`config.mk`:
```
export PLATFORM = sky130hd
export DESIGN_NAME = sparse_polynomial_add_core_flat
export DESIGN_NICKNAME = d
export VERILOG_FILES = /design/src/rtl/core/spa_pkg.sv /design/src/rtl/core/spa_intf.sv /design/src/rtl/core/sparse_polynomial_add_core.sv /design/src/rtl/core/spa_front.sv /design/src/rtl/core/spa_back.sv /design/src/flat_wrapper.sv
export SDC_FILE = /design/constraint.sdc
export NUM_CORES = 2
export LEC_CHECK = 0
export ABC_AREA = 1
export BUFFER_PORTS_ARGS = -buffer_cell sky130_fd_sc_hd__buf_4
export CORE_ASPECT_RATIO = 0.8
export CORE_MARGIN = 4
export CORE_UTILIZATION = 63
export CTS_CLUSTER_DIAMETER = 80
export DETAILED_ROUTE_END_ITERATION = 16
export PLACE_DENSITY = 0.8
export SETUP_SLACK_MARGIN = 0.05
export SLEW_MARGIN = 15
export SYNTH_ARGS = -nofsm -noshare
export SYNTH_HDL_FRONTEND = slang
export SYNTH_HIERARCHICAL = 1
export SYNTH_SLANG_ARGS = --single-unit
```
`constraint.sdc`:
```
create_clock -name clk -period 4.3 [get_ports clk]
set_input_delay 0.43 -clock clk [delete_from_list [all_inputs] [get_ports clk]]
set_output_delay 0.43 -clock clk [all_outputs]
set_load 0.05 [all_outputs]
```
`src/rtl/core/spa_pkg.sv`:
```
// ----------------------------------------------------------------------------
// Sparse polynomial adder - shared types and constants
// Field widths, operation codes, command and result records used by the
// intake, the merge engine and the channel interfaces.
// ----------------------------------------------------------------------------
`default_nettype none

package spa_pkg;

	// Fixed field widths of the channels
	localparam int OP_BITS   = 2;
	localparam int COEF_BITS = 16;
	localparam int EXP_BITS  = 10;
	localparam int SUM_BITS  = COEF_BITS + 1;

	// Command queue between intake and merge engine
	localparam int QUEUE_DEPTH = 2;

	// Operation codes on the input channel
	localparam logic [OP_BITS-1:0] OP_LOAD_A = 2'd0;
	localparam logic [OP_BITS-1:0] OP_LOAD_B = 2'd1;
	localparam logic [OP_BITS-1:0] OP_RUN    = 2'd2;
	localparam logic [OP_BITS-1:0] OP_NONE   = 2'd3;

	typedef enum logic [1:0] {
		KIND_LOAD_A,
		KIND_LOAD_B,
		KIND_RUN
	} cmd_kind_t;

	// One stored term
	typedef struct packed {
		logic [COEF_BITS-1:0] coef;
		logic [EXP_BITS-1:0]  expo;
	} term_t;

	// One queued command
	typedef struct packed {
		cmd_kind_t kind;
		term_t     term;
	} cmd_t;

	// One result item
	typedef struct packed {
		logic [SUM_BITS-1:0] sum_coefficient;
		logic [EXP_BITS-1:0] sum_exponent;
		logic                empty_result;
		logic                last_term;
	} res_t;

endpackage

`default_nettype wire

```
`src/rtl/core/spa_intf.sv`:
```
// ----------------------------------------------------------------------------
// Sparse polynomial adder - channel interfaces
// Valid/ready channels for input items and for result items.
// ----------------------------------------------------------------------------
`default_nettype none

interface spa_term_if;
	logic                               valid;
	logic                               ready;
	logic [spa_pkg::OP_BITS-1:0]        operation;
	logic signed [spa_pkg::COEF_BITS-1:0] coefficient;
	logic [spa_pkg::EXP_BITS-1:0]       exponent;

	modport source (output valid, output operation, output coefficient,
		output exponent, input ready);
	modport sink (input valid, input operation, input coefficient,
		input exponent, output ready);
endinterface

interface spa_result_if;
	logic                                valid;
	logic                                ready;
	logic signed [spa_pkg::SUM_BITS-1:0] sum_coefficient;
	logic [spa_pkg::EXP_BITS-1:0]        sum_exponent;
	logic                                empty_result;
	logic                                last_term;

	modport source (output valid, output sum_coefficient, output sum_exponent,
		output empty_result, output last_term, input ready);
	modport sink (input valid, input sum_coefficient, input sum_exponent,
		input empty_result, input last_term, output ready);
endinterface

`default_nettype wire

```
`src/rtl/core/sparse_polynomial_add_core.sv`:
```
// ----------------------------------------------------------------------------
// Sparse polynomial adder - top level
// Intake with a two-entry command queue feeding the store-and-merge engine.
// ----------------------------------------------------------------------------
// Load items (operation 0 into store A, 1 into store B) write one term each
// and are taken at one per cycle while the command queue has room; a load
// into a full store is dropped, and operation 3 is taken and ignored. A run
// (operation 2) merges both stores in decreasing exponent order: it enters the
// merge state, then each merge step consumes the head term of A, of B or of
// both, a closing step ends the run, and no step is taken while the result
// sink stalls. Equal exponents are summed into a 17-bit coefficient and zero
// sums are dropped; the final result carries last_term, and a run with no
// surviving term gives one item with empty_result and last_term set. Both
// stores are empty after a run. The merge walk is set by the one registered
// read port of each store; the two-entry command queue takes up to two
// further items while a run drains and then holds the input off. Terms are
// expected in strictly decreasing exponent order per store.
`default_nettype none

module sparse_polynomial_add_core #(
	parameter int MAX_TERMS = 32
) (
	input  logic        clk,
	input  logic        arst_n,
	spa_term_if.sink    term,
	spa_result_if.source result
);
	import spa_pkg::*;

	logic cmd_valid;
	logic cmd_pop;
	cmd_t cmd;
	res_t res;

	spa_front u_front (
		.clk       (clk),
		.arst_n    (arst_n),
		.term      (term),
		.cmd_valid (cmd_valid),
		.cmd       (cmd),
		.cmd_pop   (cmd_pop)
	);

	spa_back #(
		.MAX_TERMS (MAX_TERMS)
	) u_back (
		.clk       (clk),
		.arst_n    (arst_n),
		.cmd_valid (cmd_valid),
		.cmd       (cmd),
		.cmd_pop   (cmd_pop),
		.res_valid (result.valid),
		.res_ready (result.ready),
		.res       (res)
	);

	// Drive the result channel payload
	assign result.sum_coefficient = res.sum_coefficient;
	assign result.sum_exponent    = res.sum_exponent;
	assign result.empty_result    = res.empty_result;
	assign result.last_term       = res.last_term;

endmodule

`default_nettype wire

```
`src/rtl/core/spa_front.sv`:
```
// ----------------------------------------------------------------------------
// Sparse polynomial adder - intake
// Accepts input items, decodes the operation, drops unknown codes and
// queues load and run commands for the merge engine.
// ----------------------------------------------------------------------------
`default_nettype none

module spa_front (
	input  logic          clk,
	input  logic          arst_n,
	spa_term_if.sink      term,
	output logic          cmd_valid,
	output spa_pkg::cmd_t cmd,
	input  logic          cmd_pop
);
	import spa_pkg::*;

	localparam int PTR_W = $clog2(QUEUE_DEPTH);
	localparam int CNT_W = $clog2(QUEUE_DEPTH + 1);

	cmd_t             queue_q [QUEUE_DEPTH];
	logic [PTR_W-1:0] wr_ptr_q;
	logic [PTR_W-1:0] rd_ptr_q;
	logic [CNT_W-1:0] fill_q;
	logic             full;
	logic             take;
	logic             keep;
	logic             push;
	cmd_t             cmd_new;

	// Accept whenever the queue has room
	assign full       = (fill_q == CNT_W'(QUEUE_DEPTH));
	assign term.ready = !full;
	assign take       = term.valid && term.ready;

	// Classify the operation
	always_comb begin
		cmd_new.term.coef = term.coefficient;
		cmd_new.term.expo = term.exponent;
		cmd_new.kind      = KIND_RUN;
		keep              = 1'b1;
		unique case (term.operation)
			OP_LOAD_A: cmd_new.kind = KIND_LOAD_A;
			OP_LOAD_B: cmd_new.kind = KIND_LOAD_B;
			OP_RUN:    cmd_new.kind = KIND_RUN;
			OP_NONE:   keep = 1'b0;
			default:   keep = 1'b0;
		endcase
	end

	assign push = take && keep;

	// Queue storage
	always_ff @(posedge clk) begin
		if (push) begin
			queue_q[wr_ptr_q] <= cmd_new;
		end
	end

	// Queue pointers and fill level
	always_ff @(posedge clk or negedge arst_n) begin
		if (!arst_n) begin
			wr_ptr_q <= '0;
			rd_ptr_q <= '0;
			fill_q   <= '0;
		end else begin
			if (push) begin
				wr_ptr_q <= (wr_ptr_q == PTR_W'(QUEUE_DEPTH - 1)) ? '0 : wr_ptr_q + 1'b1;
			end
			if (cmd_pop) begin
				rd_ptr_q <= (rd_ptr_q == PTR_W'(QUEUE_DEPTH - 1)) ? '0 : rd_ptr_q + 1'b1;
			end
			if (push && !cmd_pop) begin
				fill_q <= fill_q + 1'b1;
			end else if (!push && cmd_pop) begin
				fill_q <= fill_q - 1'b1;
			end
		end
	end

	assign cmd_valid = (fill_q != '0);
	assign cmd       = queue_q[rd_ptr_q];

endmodule

`default_nettype wire

```
`src/rtl/core/spa_back.sv`:
```
// ----------------------------------------------------------------------------
// Sparse polynomial adder - merge engine
// Holds the two term stores, executes loads and walks both stores in one
// merge pass on a run, with a one-term holding register that lets the final
// result carry its last mark and an output register towards the sink.
// ----------------------------------------------------------------------------
`default_nettype none

module spa_back #(
	parameter int MAX_TERMS = 32
) (
	input  logic          clk,
	input  logic          arst_n,
	input  logic          cmd_valid,
	input  spa_pkg::cmd_t cmd,
	output logic          cmd_pop,
	output logic          res_valid,
	input  logic          res_ready,
	output spa_pkg::res_t res
);
	import spa_pkg::*;

	localparam int IDX_W = $clog2(MAX_TERMS);
	localparam int CNT_W = $clog2(MAX_TERMS + 1);
	localparam int EXT_W = SUM_BITS - COEF_BITS;

	typedef enum logic {
		ST_IDLE,
		ST_MERGE
	} state_t;

	state_t              state_q;
	term_t               a_mem [MAX_TERMS];
	term_t               b_mem [MAX_TERMS];
	term_t               a_rd_q;
	term_t               b_rd_q;
	logic [CNT_W-1:0]    a_cnt_q;
	logic [CNT_W-1:0]    b_cnt_q;
	logic [CNT_W-1:0]    i_q;
	logic [CNT_W-1:0]    j_q;
	logic                pend_valid_q;
	logic [SUM_BITS-1:0] pend_coef_q;
	logic [EXP_BITS-1:0] pend_expo_q;
	logic                res_valid_q;
	res_t                res_q;

	logic                a_full;
	logic                b_full;
	logic                a_we;
	logic                b_we;
	logic                a_live;
	logic                b_live;
	logic                done;
	logic                can_push;
	logic                step;
	logic                res_load;
	logic                take_a;
	logic                take_b;
	logic                new_keep;
	logic [SUM_BITS-1:0] a_sx;
	logic [SUM_BITS-1:0] b_sx;
	logic [SUM_BITS-1:0] ab_sum;
	logic [SUM_BITS-1:0] new_coef;
	logic [EXP_BITS-1:0] new_expo;
	logic [CNT_W-1:0]    i_nxt;
	logic [CNT_W-1:0]    j_nxt;
	logic [IDX_W-1:0]    a_addr;
	logic [IDX_W-1:0]    b_addr;

	// Store writes from load commands
	assign a_full  = (a_cnt_q == CNT_W'(MAX_TERMS));
	assign b_full  = (b_cnt_q == CNT_W'(MAX_TERMS));
	assign cmd_pop = (state_q == ST_IDLE) && cmd_valid;
	assign a_we    = cmd_pop && (cmd.kind == KIND_LOAD_A) && !a_full;
	assign b_we    = cmd_pop && (cmd.kind == KIND_LOAD_B) && !b_full;

	// Compare the two head terms and pick the next result term
	assign a_live = (i_q < a_cnt_q);
	assign b_live = (j_q < b_cnt_q);
	assign done   = !a_live && !b_live;
	assign a_sx   = {{EXT_W{a_rd_q.coef[COEF_BITS-1]}}, a_rd_q.coef};
	assign b_sx   = {{EXT_W{b_rd_q.coef[COEF_BITS-1]}}, b_rd_q.coef};
	assign ab_sum = a_sx + b_sx;

	always_comb begin
		take_a   = 1'b0;
		take_b   = 1'b0;
		new_coef = a_sx;
		new_expo = a_rd_q.expo;
		priority if (a_live && b_live) begin
			priority if (a_rd_q.expo < b_rd_q.expo) begin
				take_b   = 1'b1;
				new_coef = b_sx;
				new_expo = b_rd_q.expo;
			end else if (a_rd_q.expo == b_rd_q.expo) begin
				take_a   = 1'b1;
				take_b   = 1'b1;
				new_coef = ab_sum;
			end else begin
				take_a = 1'b1;
			end
		end else if (a_live) begin
			take_a = 1'b1;
		end else if (b_live) begin
			take_b   = 1'b1;
			new_coef = b_sx;
			new_expo = b_rd_q.expo;
		end else begin
			take_a = 1'b0;
		end
	end

	// Drop cancelled sums
	assign new_keep = (take_a && take_b) ? (ab_sum != '0) : (take_a || take_b);

	// Advance only when the output register can take a term
	assign can_push = !res_valid_q || res_ready;
	assign step     = (state_q == ST_MERGE) && can_push;
	assign res_load = step && (done || (new_keep && pend_valid_q));
	assign i_nxt    = i_q + CNT_W'(take_a);
	assign j_nxt    = j_q + CNT_W'(take_b);
	assign a_addr   = (step ? i_nxt[IDX_W-1:0] : i_q[IDX_W-1:0]);
	assign b_addr   = (step ? j_nxt[IDX_W-1:0] : j_q[IDX_W-1:0]);

	// Term stores: one write and one registered read each
	always_ff @(posedge clk) begin
		if (a_we) begin
			a_mem[a_cnt_q[IDX_W-1:0]] <= cmd.term;
		end
		a_rd_q <= a_mem[a_addr];
	end

	always_ff @(posedge clk) begin
		if (b_we) begin
			b_mem[b_cnt_q[IDX_W-1:0]] <= cmd.term;
		end
		b_rd_q <= b_mem[b_addr];
	end

	// Sequencer, holding register and output register
	always_ff @(posedge clk or negedge arst_n) begin
		if (!arst_n) begin
			state_q      <= ST_IDLE;
			a_cnt_q      <= '0;
			b_cnt_q      <= '0;
			i_q          <= '0;
			j_q          <= '0;
			pend_valid_q <= 1'b0;
			pend_coef_q  <= '0;
			pend_expo_q  <= '0;
			res_valid_q  <= 1'b0;
			res_q        <= '0;
		end else begin
			// Offer a new result, or release the output register on transfer
			if (res_load) begin
				res_valid_q <= 1'b1;
			end else if (res_valid_q && res_ready) begin
				res_valid_q <= 1'b0;
			end
			unique case (state_q)
				ST_IDLE: begin
					if (a_we) begin
						a_cnt_q <= a_cnt_q + 1'b1;
					end
					if (b_we) begin
						b_cnt_q <= b_cnt_q + 1'b1;
					end
					if (cmd_pop && (cmd.kind == KIND_RUN)) begin
						state_q <= ST_MERGE;
					end
				end
				ST_MERGE: begin
					if (step) begin
						if (done) begin
							// Close the run with the held term or an empty marker
							res_q.sum_coefficient <= pend_valid_q ? pend_coef_q : '0;
							res_q.sum_exponent    <= pend_valid_q ? pend_expo_q : '0;
							res_q.empty_result    <= !pend_valid_q;
							res_q.last_term       <= 1'b1;
							pend_valid_q          <= 1'b0;
							a_cnt_q               <= '0;
							b_cnt_q               <= '0;
							i_q                   <= '0;
							j_q                   <= '0;
							state_q               <= ST_IDLE;
						end else begin
							i_q <= i_nxt;
							j_q <= j_nxt;
							if (new_keep) begin
								// Pass the held term on and hold the new one
								if (pend_valid_q) begin
									res_q.sum_coefficient <= pend_coef_q;
									res_q.sum_exponent    <= pend_expo_q;
									res_q.empty_result    <= 1'b0;
									res_q.last_term       <= 1'b0;
								end
								pend_valid_q <= 1'b1;
								pend_coef_q  <= new_coef;
								pend_expo_q  <= new_expo;
							end
						end
					end
				end
				default: state_q <= ST_IDLE;
			endcase
		end
	end

	assign res_valid = res_valid_q;
	assign res       = res_q;

endmodule

`default_nettype wire

```
`src/flat_wrapper.sv`:
```
// flat-port wrapper written by rule: the top's interface ports become plain ports
module sparse_polynomial_add_core_flat import spa_pkg::*;
#(
	parameter int MAX_TERMS = 32
)
  (clk, arst_n, term_valid, term_operation, term_coefficient, term_exponent, term_ready, result_valid, result_sum_coefficient, result_sum_exponent, result_empty_result, result_last_term, result_ready);
  spa_term_if term_i ();
  spa_result_if result_i ();
  input  logic clk;
  input  logic arst_n;
  input wire logic [$bits(term_i.valid)-1:0] term_valid;
  input wire logic [$bits(term_i.operation)-1:0] term_operation;
  input wire logic [$bits(term_i.coefficient)-1:0] term_coefficient;
  input wire logic [$bits(term_i.exponent)-1:0] term_exponent;
  output wire logic [$bits(term_i.ready)-1:0] term_ready;
  output wire logic [$bits(result_i.valid)-1:0] result_valid;
  output wire logic [$bits(result_i.sum_coefficient)-1:0] result_sum_coefficient;
  output wire logic [$bits(result_i.sum_exponent)-1:0] result_sum_exponent;
  output wire logic [$bits(result_i.empty_result)-1:0] result_empty_result;
  output wire logic [$bits(result_i.last_term)-1:0] result_last_term;
  input wire logic [$bits(result_i.ready)-1:0] result_ready;
  assign term_i.valid = term_valid;
  assign term_i.operation = term_operation;
  assign term_i.coefficient = term_coefficient;
  assign term_i.exponent = term_exponent;
  assign term_ready = term_i.ready;
  assign result_valid = result_i.valid;
  assign result_sum_coefficient = result_i.sum_coefficient;
  assign result_sum_exponent = result_i.sum_exponent;
  assign result_empty_result = result_i.empty_result;
  assign result_last_term = result_i.last_term;
  assign result_i.ready = result_ready;
  sparse_polynomial_add_core #(.MAX_TERMS(MAX_TERMS)) u_core (.clk(clk), .arst_n(arst_n), .term(term_i), .result(result_i));
endmodule
```
# ---- Word-level counts from Yosys, hierarchy flattened
# Memory sizes are Yosys's and may differ from the RTL's. A register that Yosys moved wholly into a read port is not among the register bits.
# Index checks and enable logic that the tools add are counted.
dict set report classes {
  n_addsub 9
  n_lt_le_gt_ge 3
  eq_ne 12
  mux 53
  bitwise 2
  reduce_logical 43
}
# op n
set ops {}
lappend ops {{$mux 17} 6}
lappend ops {{$mux 29} 3}
lappend ops {{$mux 10} 5}
lappend ops {{$mux 6} 6}
lappend ops {{$mux 1} 25}
lappend ops {{$pmux 6 s2} 2}
lappend ops {{$add 16x16->17} 1}
lappend ops {{$logic_and 1x1->1} 17}
lappend ops {{$reduce_bool 17->1} 1}
lappend ops {{$add 6x1->6} 2}
lappend ops {{$add 6x1->6 const B} 2}
lappend ops {{$eq 6x6->1 const B} 2}
lappend ops {{$lt 6x6->1} 2}
lappend ops {{$eq 10x10->1} 1}
lappend ops {{$lt 10x10->1} 1}
lappend ops {{$mux 5} 2}
lappend ops {{$reduce_bool 2->1} 5}
lappend ops {{$logic_not 1->1} 9}
lappend ops {{$reduce_and 3->1} 3}
lappend ops {{$reduce_and 4->1} 2}
lappend ops {{$eq 2x2->1 const B} 3}
lappend ops {{$eq 2x1->1 const B} 2}
lappend ops {{$logic_not 2->1} 2}
lappend ops {{$mux 2} 2}
lappend ops {{10 further kinds} 16}
dict set report totals {
  ff_bits 87
  mem_bits_rw 1720
  inputBits 32
  out_inout_bits 31
  wordCells 141
  memories 3
}
# memory depth width read_ports rd_ports_with_merged_regs wr line
set mem_list {}
lappend mem_list {u_core.u_back.a_mem 32 26 1 1 1 spa_back.sv:33} ;# term_t a_mem [MAX_TERMS];
lappend mem_list {u_core.u_back.b_mem 32 26 1 1 1 spa_back.sv:34} ;# term_t b_mem [MAX_TERMS];
lappend mem_list {u_core.u_front.queue_q 2 28 1 0 1 spa_front.sv:21} ;# cmd_t queue_q [QUEUE_DEPTH];

# ---- Logic depth before layout (Yosys ltp)
dict set report logic_depth {
  word_depth 10
  ltp_mapped 25
  depth_no_buf 22
}

# ---- Cells and area by module
# The synthesis kept the hierarchy.
# module n_inst cells_per_inst area_each_um2 seq_area_each_um2
set modules_own_cells {}
lappend modules_own_cells {spa_back 1 5819 73498.0 53085.9}
lappend modules_own_cells {spa_front 1 119 2299.7 1781.7}

# ---- Worst setup path after synthesis
# No wires, ideal clock.
dict set report synth_path {
  path_kind {reg-to-reg}
  startpoint {register u_core.u_back.b_cnt_q[3]}
  endpoint {register, netlist name u_core/u_back/b_rd_q[10]}
  setup_ns 0.113
  arrival_ns 2.973
  required_ns 4.187
  setup_slack_ns 1.214
  path_stages_with_launch 24
  n_path_buf 4
  period_less_slack_ns 3.086
  cell_sequence {dfrtp_1 > clkbuf_1 > inv_1 > ha_1 > nand2_1 > nand2_1 > nand2_1 > nand2_1 > a21oi_2 > nand3_1 > nand2_1 > ha_1 > ha_1 > a21oi_4 > buf_4 > buf_4 > buf_2 > nand2_1 > a21oi_1 > o21ai_0 > nand3_1 > nand2_1 > nand2_1 > nand2_1}
}
dict set report synth_between {
  elab_chain_len 6
  word_cells_on_any_way 7
  cone_classes {add/sub (1); order compare (1); mux (4); reduce/logical (1)}
}
# element line
set synth_lines {}
lappend synth_lines {{from (decl)} spa_back.sv:38} ;# logic [CNT_W-1:0] b_cnt_q;
lappend synth_lines {{from (signal assigned)} spa_back.sv:166} ;# b_cnt_q <= b_cnt_q + 1'b1;
lappend synth_lines {{$lt 6x6->1 (*)} spa_back.sv:79} ;# assign b_live = (j_q < b_cnt_q);
lappend synth_lines {{$mux 1} spa_back.sv:104} ;# end else if (b_live) begin
lappend synth_lines {{$mux 1} spa_back.sv:102} ;# end else if (a_live) begin
lappend synth_lines {{$mux 1 (*)} spa_back.sv:90} ;# priority if (a_live && b_live) begin
lappend synth_lines {{$add 6x1->6 (*)} spa_back.sv:121} ;# assign j_nxt = j_q + CNT_W'(take_b);
lappend synth_lines {{$mux 5 (*)} spa_back.sv:123} ;# assign b_addr = (step ? j_nxt[IDX_W-1:0] : j_q[IDX_W-1:0]);
# Mark *: on every way between the ends. The rest lies on a longest branch, timed or not.
# A chain may end at the register's enable or synchronous reset.

# ---- Worst setup path after layout
dict set report layout_path {
  startpoint {register u_core.u_back.a_cnt_q[3]}
  endpoint {register, netlist name u_core/u_back/b_rd_q[20]}
}
dict set report layout_between {
  elab_chain_len 5
  word_cells_on_any_way 6
  cone_classes {add/sub (1); order compare (1); mux (3); reduce/logical (1)}
}
# element line
set layout_lines {}
lappend layout_lines {{from (decl)} spa_back.sv:37} ;# logic [CNT_W-1:0] a_cnt_q;
lappend layout_lines {{from (signal assigned)} spa_back.sv:163} ;# a_cnt_q <= a_cnt_q + 1'b1;
lappend layout_lines {{$lt 6x6->1 (*)} spa_back.sv:78} ;# assign a_live = (i_q < a_cnt_q);
lappend layout_lines {{$mux 1 / $logic_and 1x1->1 (equally long branches)} {spa_back.sv:102, spa_back.sv:90}}
lappend layout_lines {{$mux 1 (*)} spa_back.sv:90}
lappend layout_lines {{$add 6x1->6 (*)} spa_back.sv:121}
lappend layout_lines {{$mux 5 (*)} spa_back.sv:123}
# Marked as above.

==> impl_table.tex <==
\begin{tabular}{lr}
\hline
Metric & Value \\
\hline
\multicolumn{2}{l}{\textbf{Status}} \\
Result of the run & completed \\
\multicolumn{2}{l}{\textbf{Global routing}} \\
Pin count of the biggest net entering global routing & approximately 130 \\
Met2 Resource Use GR & 0.473 \\
Met3 track demand over resource & 0.110 \\
Global-route wire length before repair & 314000 microns \\
Global route overflow & 0 \\
Global routing usage summed across all routing layers & 0.335 \\
GRT Max-Usage Layer & met1 \\
Routing usage on met1 & 0.494 \\
Vias in the first global route & between 40000 and 50000 \\
Initial antenna violation count & 9 \\
\multicolumn{2}{l}{\textbf{Critical path}} \\
Maximum net fanout on the critical path & 52 \\
Classification of the worst setup path & reg2reg \\
Critical path endpoint category & flop \\
Category of the worst setup path launch point & flop \\
Critical path data arrival time & 4900 ps \\
Worst endpoint required time & between 5000 and 6000 ps \\
\multicolumn{2}{l}{\textbf{Clock network}} \\
Clock-pin slew reported for the worst setup and hold paths after clock tree synthesis & $\sim$60 ps \\
Number of H-tree levels & 4 \\
Maximum buffer depth of the clock tree & 3 \\
Clock latency on the worst-skew pair & 840 ps \\
Sinks on Clock Net & $\sim$1900 \\
CTS tree & yes \\
Number of CTS-inserted buffers & between 150 and 200 \\
Root buffer cell & sky130\_fd\_sc\_hd\_\_clkbuf\_16 \\
\multicolumn{2}{l}{\textbf{STA}} \\
Slew HR & 0.258 \\
Worst Tran Pin Value & 1110 ps \\
Hold Vio Cnt, Final & 0 \\
Max Clock Freq & roughly 240 MHz \\
Number of setup violations in the final report & 0 \\
Hold Worst Slack & 190 ps \\
Min Clock Period, post-route & between 4000 and 5000 ps \\
Final period util & 0.957 \\
Worst setup skew after layout & between 30 and 40 ps \\
RSZ-0062 raised after global routing & false \\
Max-slew violation count & 0 \\
\multicolumn{2}{l}{\textbf{Final layout}} \\
Layout-stage area growth over the synthesis result & 12.7\% \\
Final Instance Area & roughly 85000 sq um \\
Area occupied by registers & $\sim$55000 sq um \\
NumNets Final & 6138 \\
Post-route core utilization & 0.717 \\
Fillers & $\sim$7600 \\
Number of standard cells in the final layout excluding fillers & about 8000 \\
Share of post-route cells with drive strength above 1 & 0.129 \\
Area of the multi-input gates & approximately 19000 sq um \\
\multicolumn{2}{l}{\textbf{Synthesis}} \\
Most area-hungry cell type in the Yosys netlist & sky130\_fd\_sc\_hd\_\_edfxtp\_1 \\
Netlist area before placement & between 70000 and 80000 sq um \\
Number of enable flip-flop cells after synthesis & about 1700 \\
Instance count of the mapped netlist & just under 6000 \\
Largest cells by area after synthesis & sky130\_fd\_sc\_hd\_\_edfxtp\_1 68\%, sky130\_fd\_sc\_hd\_\_o21ai\_0 4.4\%, sky130\_fd\_sc\_hd\_\_nand2\_1 4.4\%, sky130\_fd\_sc\_hd\_\_o211ai\_1 4.3\%, sky130\_fd\_sc\_hd\_\_dfrtp\_1 2.9\% \\
Proportion of synthesized flip-flops having asynchronous set or reset & 0.0468 \\
Portion of synthesized cell area occupied by the leading cell type & 0.681 \\
Most used flip-flop cell after synthesis & sky130\_fd\_sc\_hd\_\_edfxtp\_1 \\
Post-synthesis cell type count & 49 \\
Number of register bits inferred by synthesis & $\sim$1900 \\
Number of nets in the synthesized netlist & between 6000 and 7000 \\
Average size of a mapped cell & $\sim$13 sq um \\
Register area share after synthesis & 0.724 \\
Number of synthesis warnings & 6 \\
\multicolumn{2}{l}{\textbf{Die}} \\
Area of the core & roughly 120000 sq um \\
Initial cell density of the core & 0.637 \\
Number of I/O pins & 63 \\
Full die area & 126000 sq um \\
Row count & 113 \\
Die height & between 300 and 400 microns \\
Die span in x & 396 microns \\
\multicolumn{2}{l}{\textbf{Detailed routing}} \\
Total number of vias & a little over 50000 \\
Residual antenna-violating net count after detailed routing & 0 \\
Initial DRC count & roughly 8600 \\
Via-to-Cell Ratio & 6.63 \\
Total wirelength of the detailed-routed design & around 220000 microns \\
Drt wl/cell & between 20 and 30 microns \\
Pre-antenna DRT Iters & 6 \\
DRC errors left & 0 \\
\multicolumn{2}{l}{\textbf{Placement}} \\
Dpl hpwl & $\sim$120000 microns \\
Placed standard-cell area & approximately 79000 sq um \\
Routability congestion estimate & 0.917 \\
Number of instances in the placed design & $\sim$7500 \\
Count of port buffers added during placement & between 60 and 70 \\
\multicolumn{2}{l}{\textbf{Worst hold path}} \\
Class of the worst hold path & in2async \\
\multicolumn{2}{l}{\textbf{Run}} \\
Count of maximum capacitance violations & 0 \\
\hline
\end{tabular}
synthesized netlist by cell type (21+ instances only):
cell type and instances:
sky130_fd_sc_hd__edfxtp_1 1720, sky130_fd_sc_hd__nand2_1 879, sky130_fd_sc_hd__o21ai_0 665, sky130_fd_sc_hd__nor2_1 559
sky130_fd_sc_hd__o211ai_1 433, sky130_fd_sc_hd__nand3_1 311, sky130_fd_sc_hd__clkbuf_1 216, sky130_fd_sc_hd__o21bai_1 206
sky130_fd_sc_hd__inv_1 149, sky130_fd_sc_hd__a21oi_1 134, sky130_fd_sc_hd__buf_2 110, sky130_fd_sc_hd__or2_2 107
sky130_fd_sc_hd__dfrtp_1 87, sky130_fd_sc_hd__dfxtp_1 52, sky130_fd_sc_hd__o221ai_1 52, sky130_fd_sc_hd__ha_1 49
sky130_fd_sc_hd__o21ai_1 44, sky130_fd_sc_hd__buf_1 22, sky130_fd_sc_hd__buf_4 21
metal layers:
metal  vias up  wire length [microns]
met5         -                     31
met4         4                   6970
met3       500                  35300
met2      4006                  93200
met1     25296                  81100
li1      22036                      -
worst paths after layout:
kind                                           from                            to  slack [ps]  depth (start not counted)
min reg2reg                    u_core/u_back/res[0]          u_core/u_back/res[0]         470                          2
min in group clk                   term_exponent[8]  u_core/u_front/queue_q[0][8]         310                          2
max reg2reg                u_core/u_back/a_cnt_q[3]      u_core/u_back/b_rd_q[20]         180                         20
max in group asynchronous                    arst_n      u_core/u_back/b_cnt_q[4]        3080                          3
min                                          arst_n       u_core/u_back/res_valid         190                          2
max                        u_core/u_back/a_cnt_q[3]      u_core/u_back/b_rd_q[20]         180                         20
cell type report:
cell class,instances,share of cell area
well taps,1610,0.0236
inverters,163,0.00781
repair buffers,327,0.0382
flip-flops and latches,1859,0.642
clock buffers,228,0.0543
diodes,6,0.000176
multi-input cells,3535,0.221
clock inverters,86,0.0123
through the flow:
stage	TNS (ps)	setup slack (ps)
after CTS	0	49.1
after global placement	-48.1	-48.1
after floorplan	0	1210
after global routing	0	33.6
final	0	183
after detailed placement	-64.7	-64.7
flip-flops by register name, indices dropped and copies added, names as in the netlist, 2 cells and up:
| signal | flops |
|---|---|
| u_core/u_back/a_cnt_q | 6 |
| u_core/u_back/a_mem | 832 |
| u_core/u_back/a_rd_q | 26 |
| u_core/u_back/b_cnt_q | 6 |
| u_core/u_back/b_mem | 832 |
| u_core/u_back/b_rd_q | 26 |
| u_core/u_back/i_q | 6 |
| u_core/u_back/j_q | 6 |
| u_core/u_back/pend_coef_q | 17 |
| u_core/u_back/pend_expo_q | 10 |
| u_core/u_back/res | 29 |
| u_core/u_front/fill_q | 2 |
| u_core/u_front/queue_q | 56 |
logic make-up after synthesis:
kind of cell               after synthesis  share of synthesized area
AOI/OAI and AO/OA                     1554                      0.127
and+or+nand+nor                       1894                      0.104
xor gates and xnor gates                 9                    0.00104
adders and majority gates               50                    0.00835
buffers and inverters                  544                     0.0309
DFF                                   1859                      0.724
muxes                                   28                    0.00465
critical path, stage by stage (launching register included):
cell and delay, ps:
sky130_fd_sc_hd__dfrtp_2 440, sky130_fd_sc_hd__inv_1 130, sky130_fd_sc_hd__ha_1 260, sky130_fd_sc_hd__nand2_1 80
sky130_fd_sc_hd__a21oi_1 70, sky130_fd_sc_hd__nor2_2 140, sky130_fd_sc_hd__nand2_2 120, sky130_fd_sc_hd__o21ai_1 130
sky130_fd_sc_hd__nand2_1 110, sky130_fd_sc_hd__ha_1 230, sky130_fd_sc_hd__ha_1 330, sky130_fd_sc_hd__a21oi_4 70
sky130_fd_sc_hd__buf_12 170, sky130_fd_sc_hd__inv_8 180, sky130_fd_sc_hd__buf_12 280, sky130_fd_sc_hd__o21ai_0 150
sky130_fd_sc_hd__o211ai_1 400, sky130_fd_sc_hd__nand3_1 350, sky130_fd_sc_hd__nand2_1 160, sky130_fd_sc_hd__nand2_1 80
sky130_fd_sc_hd__nand2_1 90
what timing repair did:
item                                    4_1_cts  5_1_grt
pin swaps                                     1        1
gates cloned                                  0        6
resized for setup                             2       25
endpoints found under the setup margin        2       39
setup buffers                                 3        2
hold endpoints to repair                    112        0
hold buffers                                 33        0
placed cells by master (no fill, tap or decap), drive strengths merged, types with 7 or more instances in the layout:
| cell type | n |
|---|---|
| or2 | 107 |
| o21ai | 709 |
| edfxtp | 1720 |
| bufinv | 20 |
| nand3 | 313 |
| nor3 | 12 |
| ha | 49 |
| nand4 | 8 |
| o21bai | 206 |
| mux2 | 28 |
| a22oi | 7 |
| dfrtp | 87 |
| inv | 167 |
| o221ai | 52 |
| dfxtp | 52 |
| nor2 | 561 |
| dlygate4sd3 | 33 |
| a21oi | 140 |
| clkbuf | 234 |
| o211ai | 433 |
| clkinv | 59 |
| nand2 | 887 |
| buf | 288 |
Power is left out: the tool's default activity adds up to more than one toggle a clock period on the data nets, which glitch-free logic cannot reach.
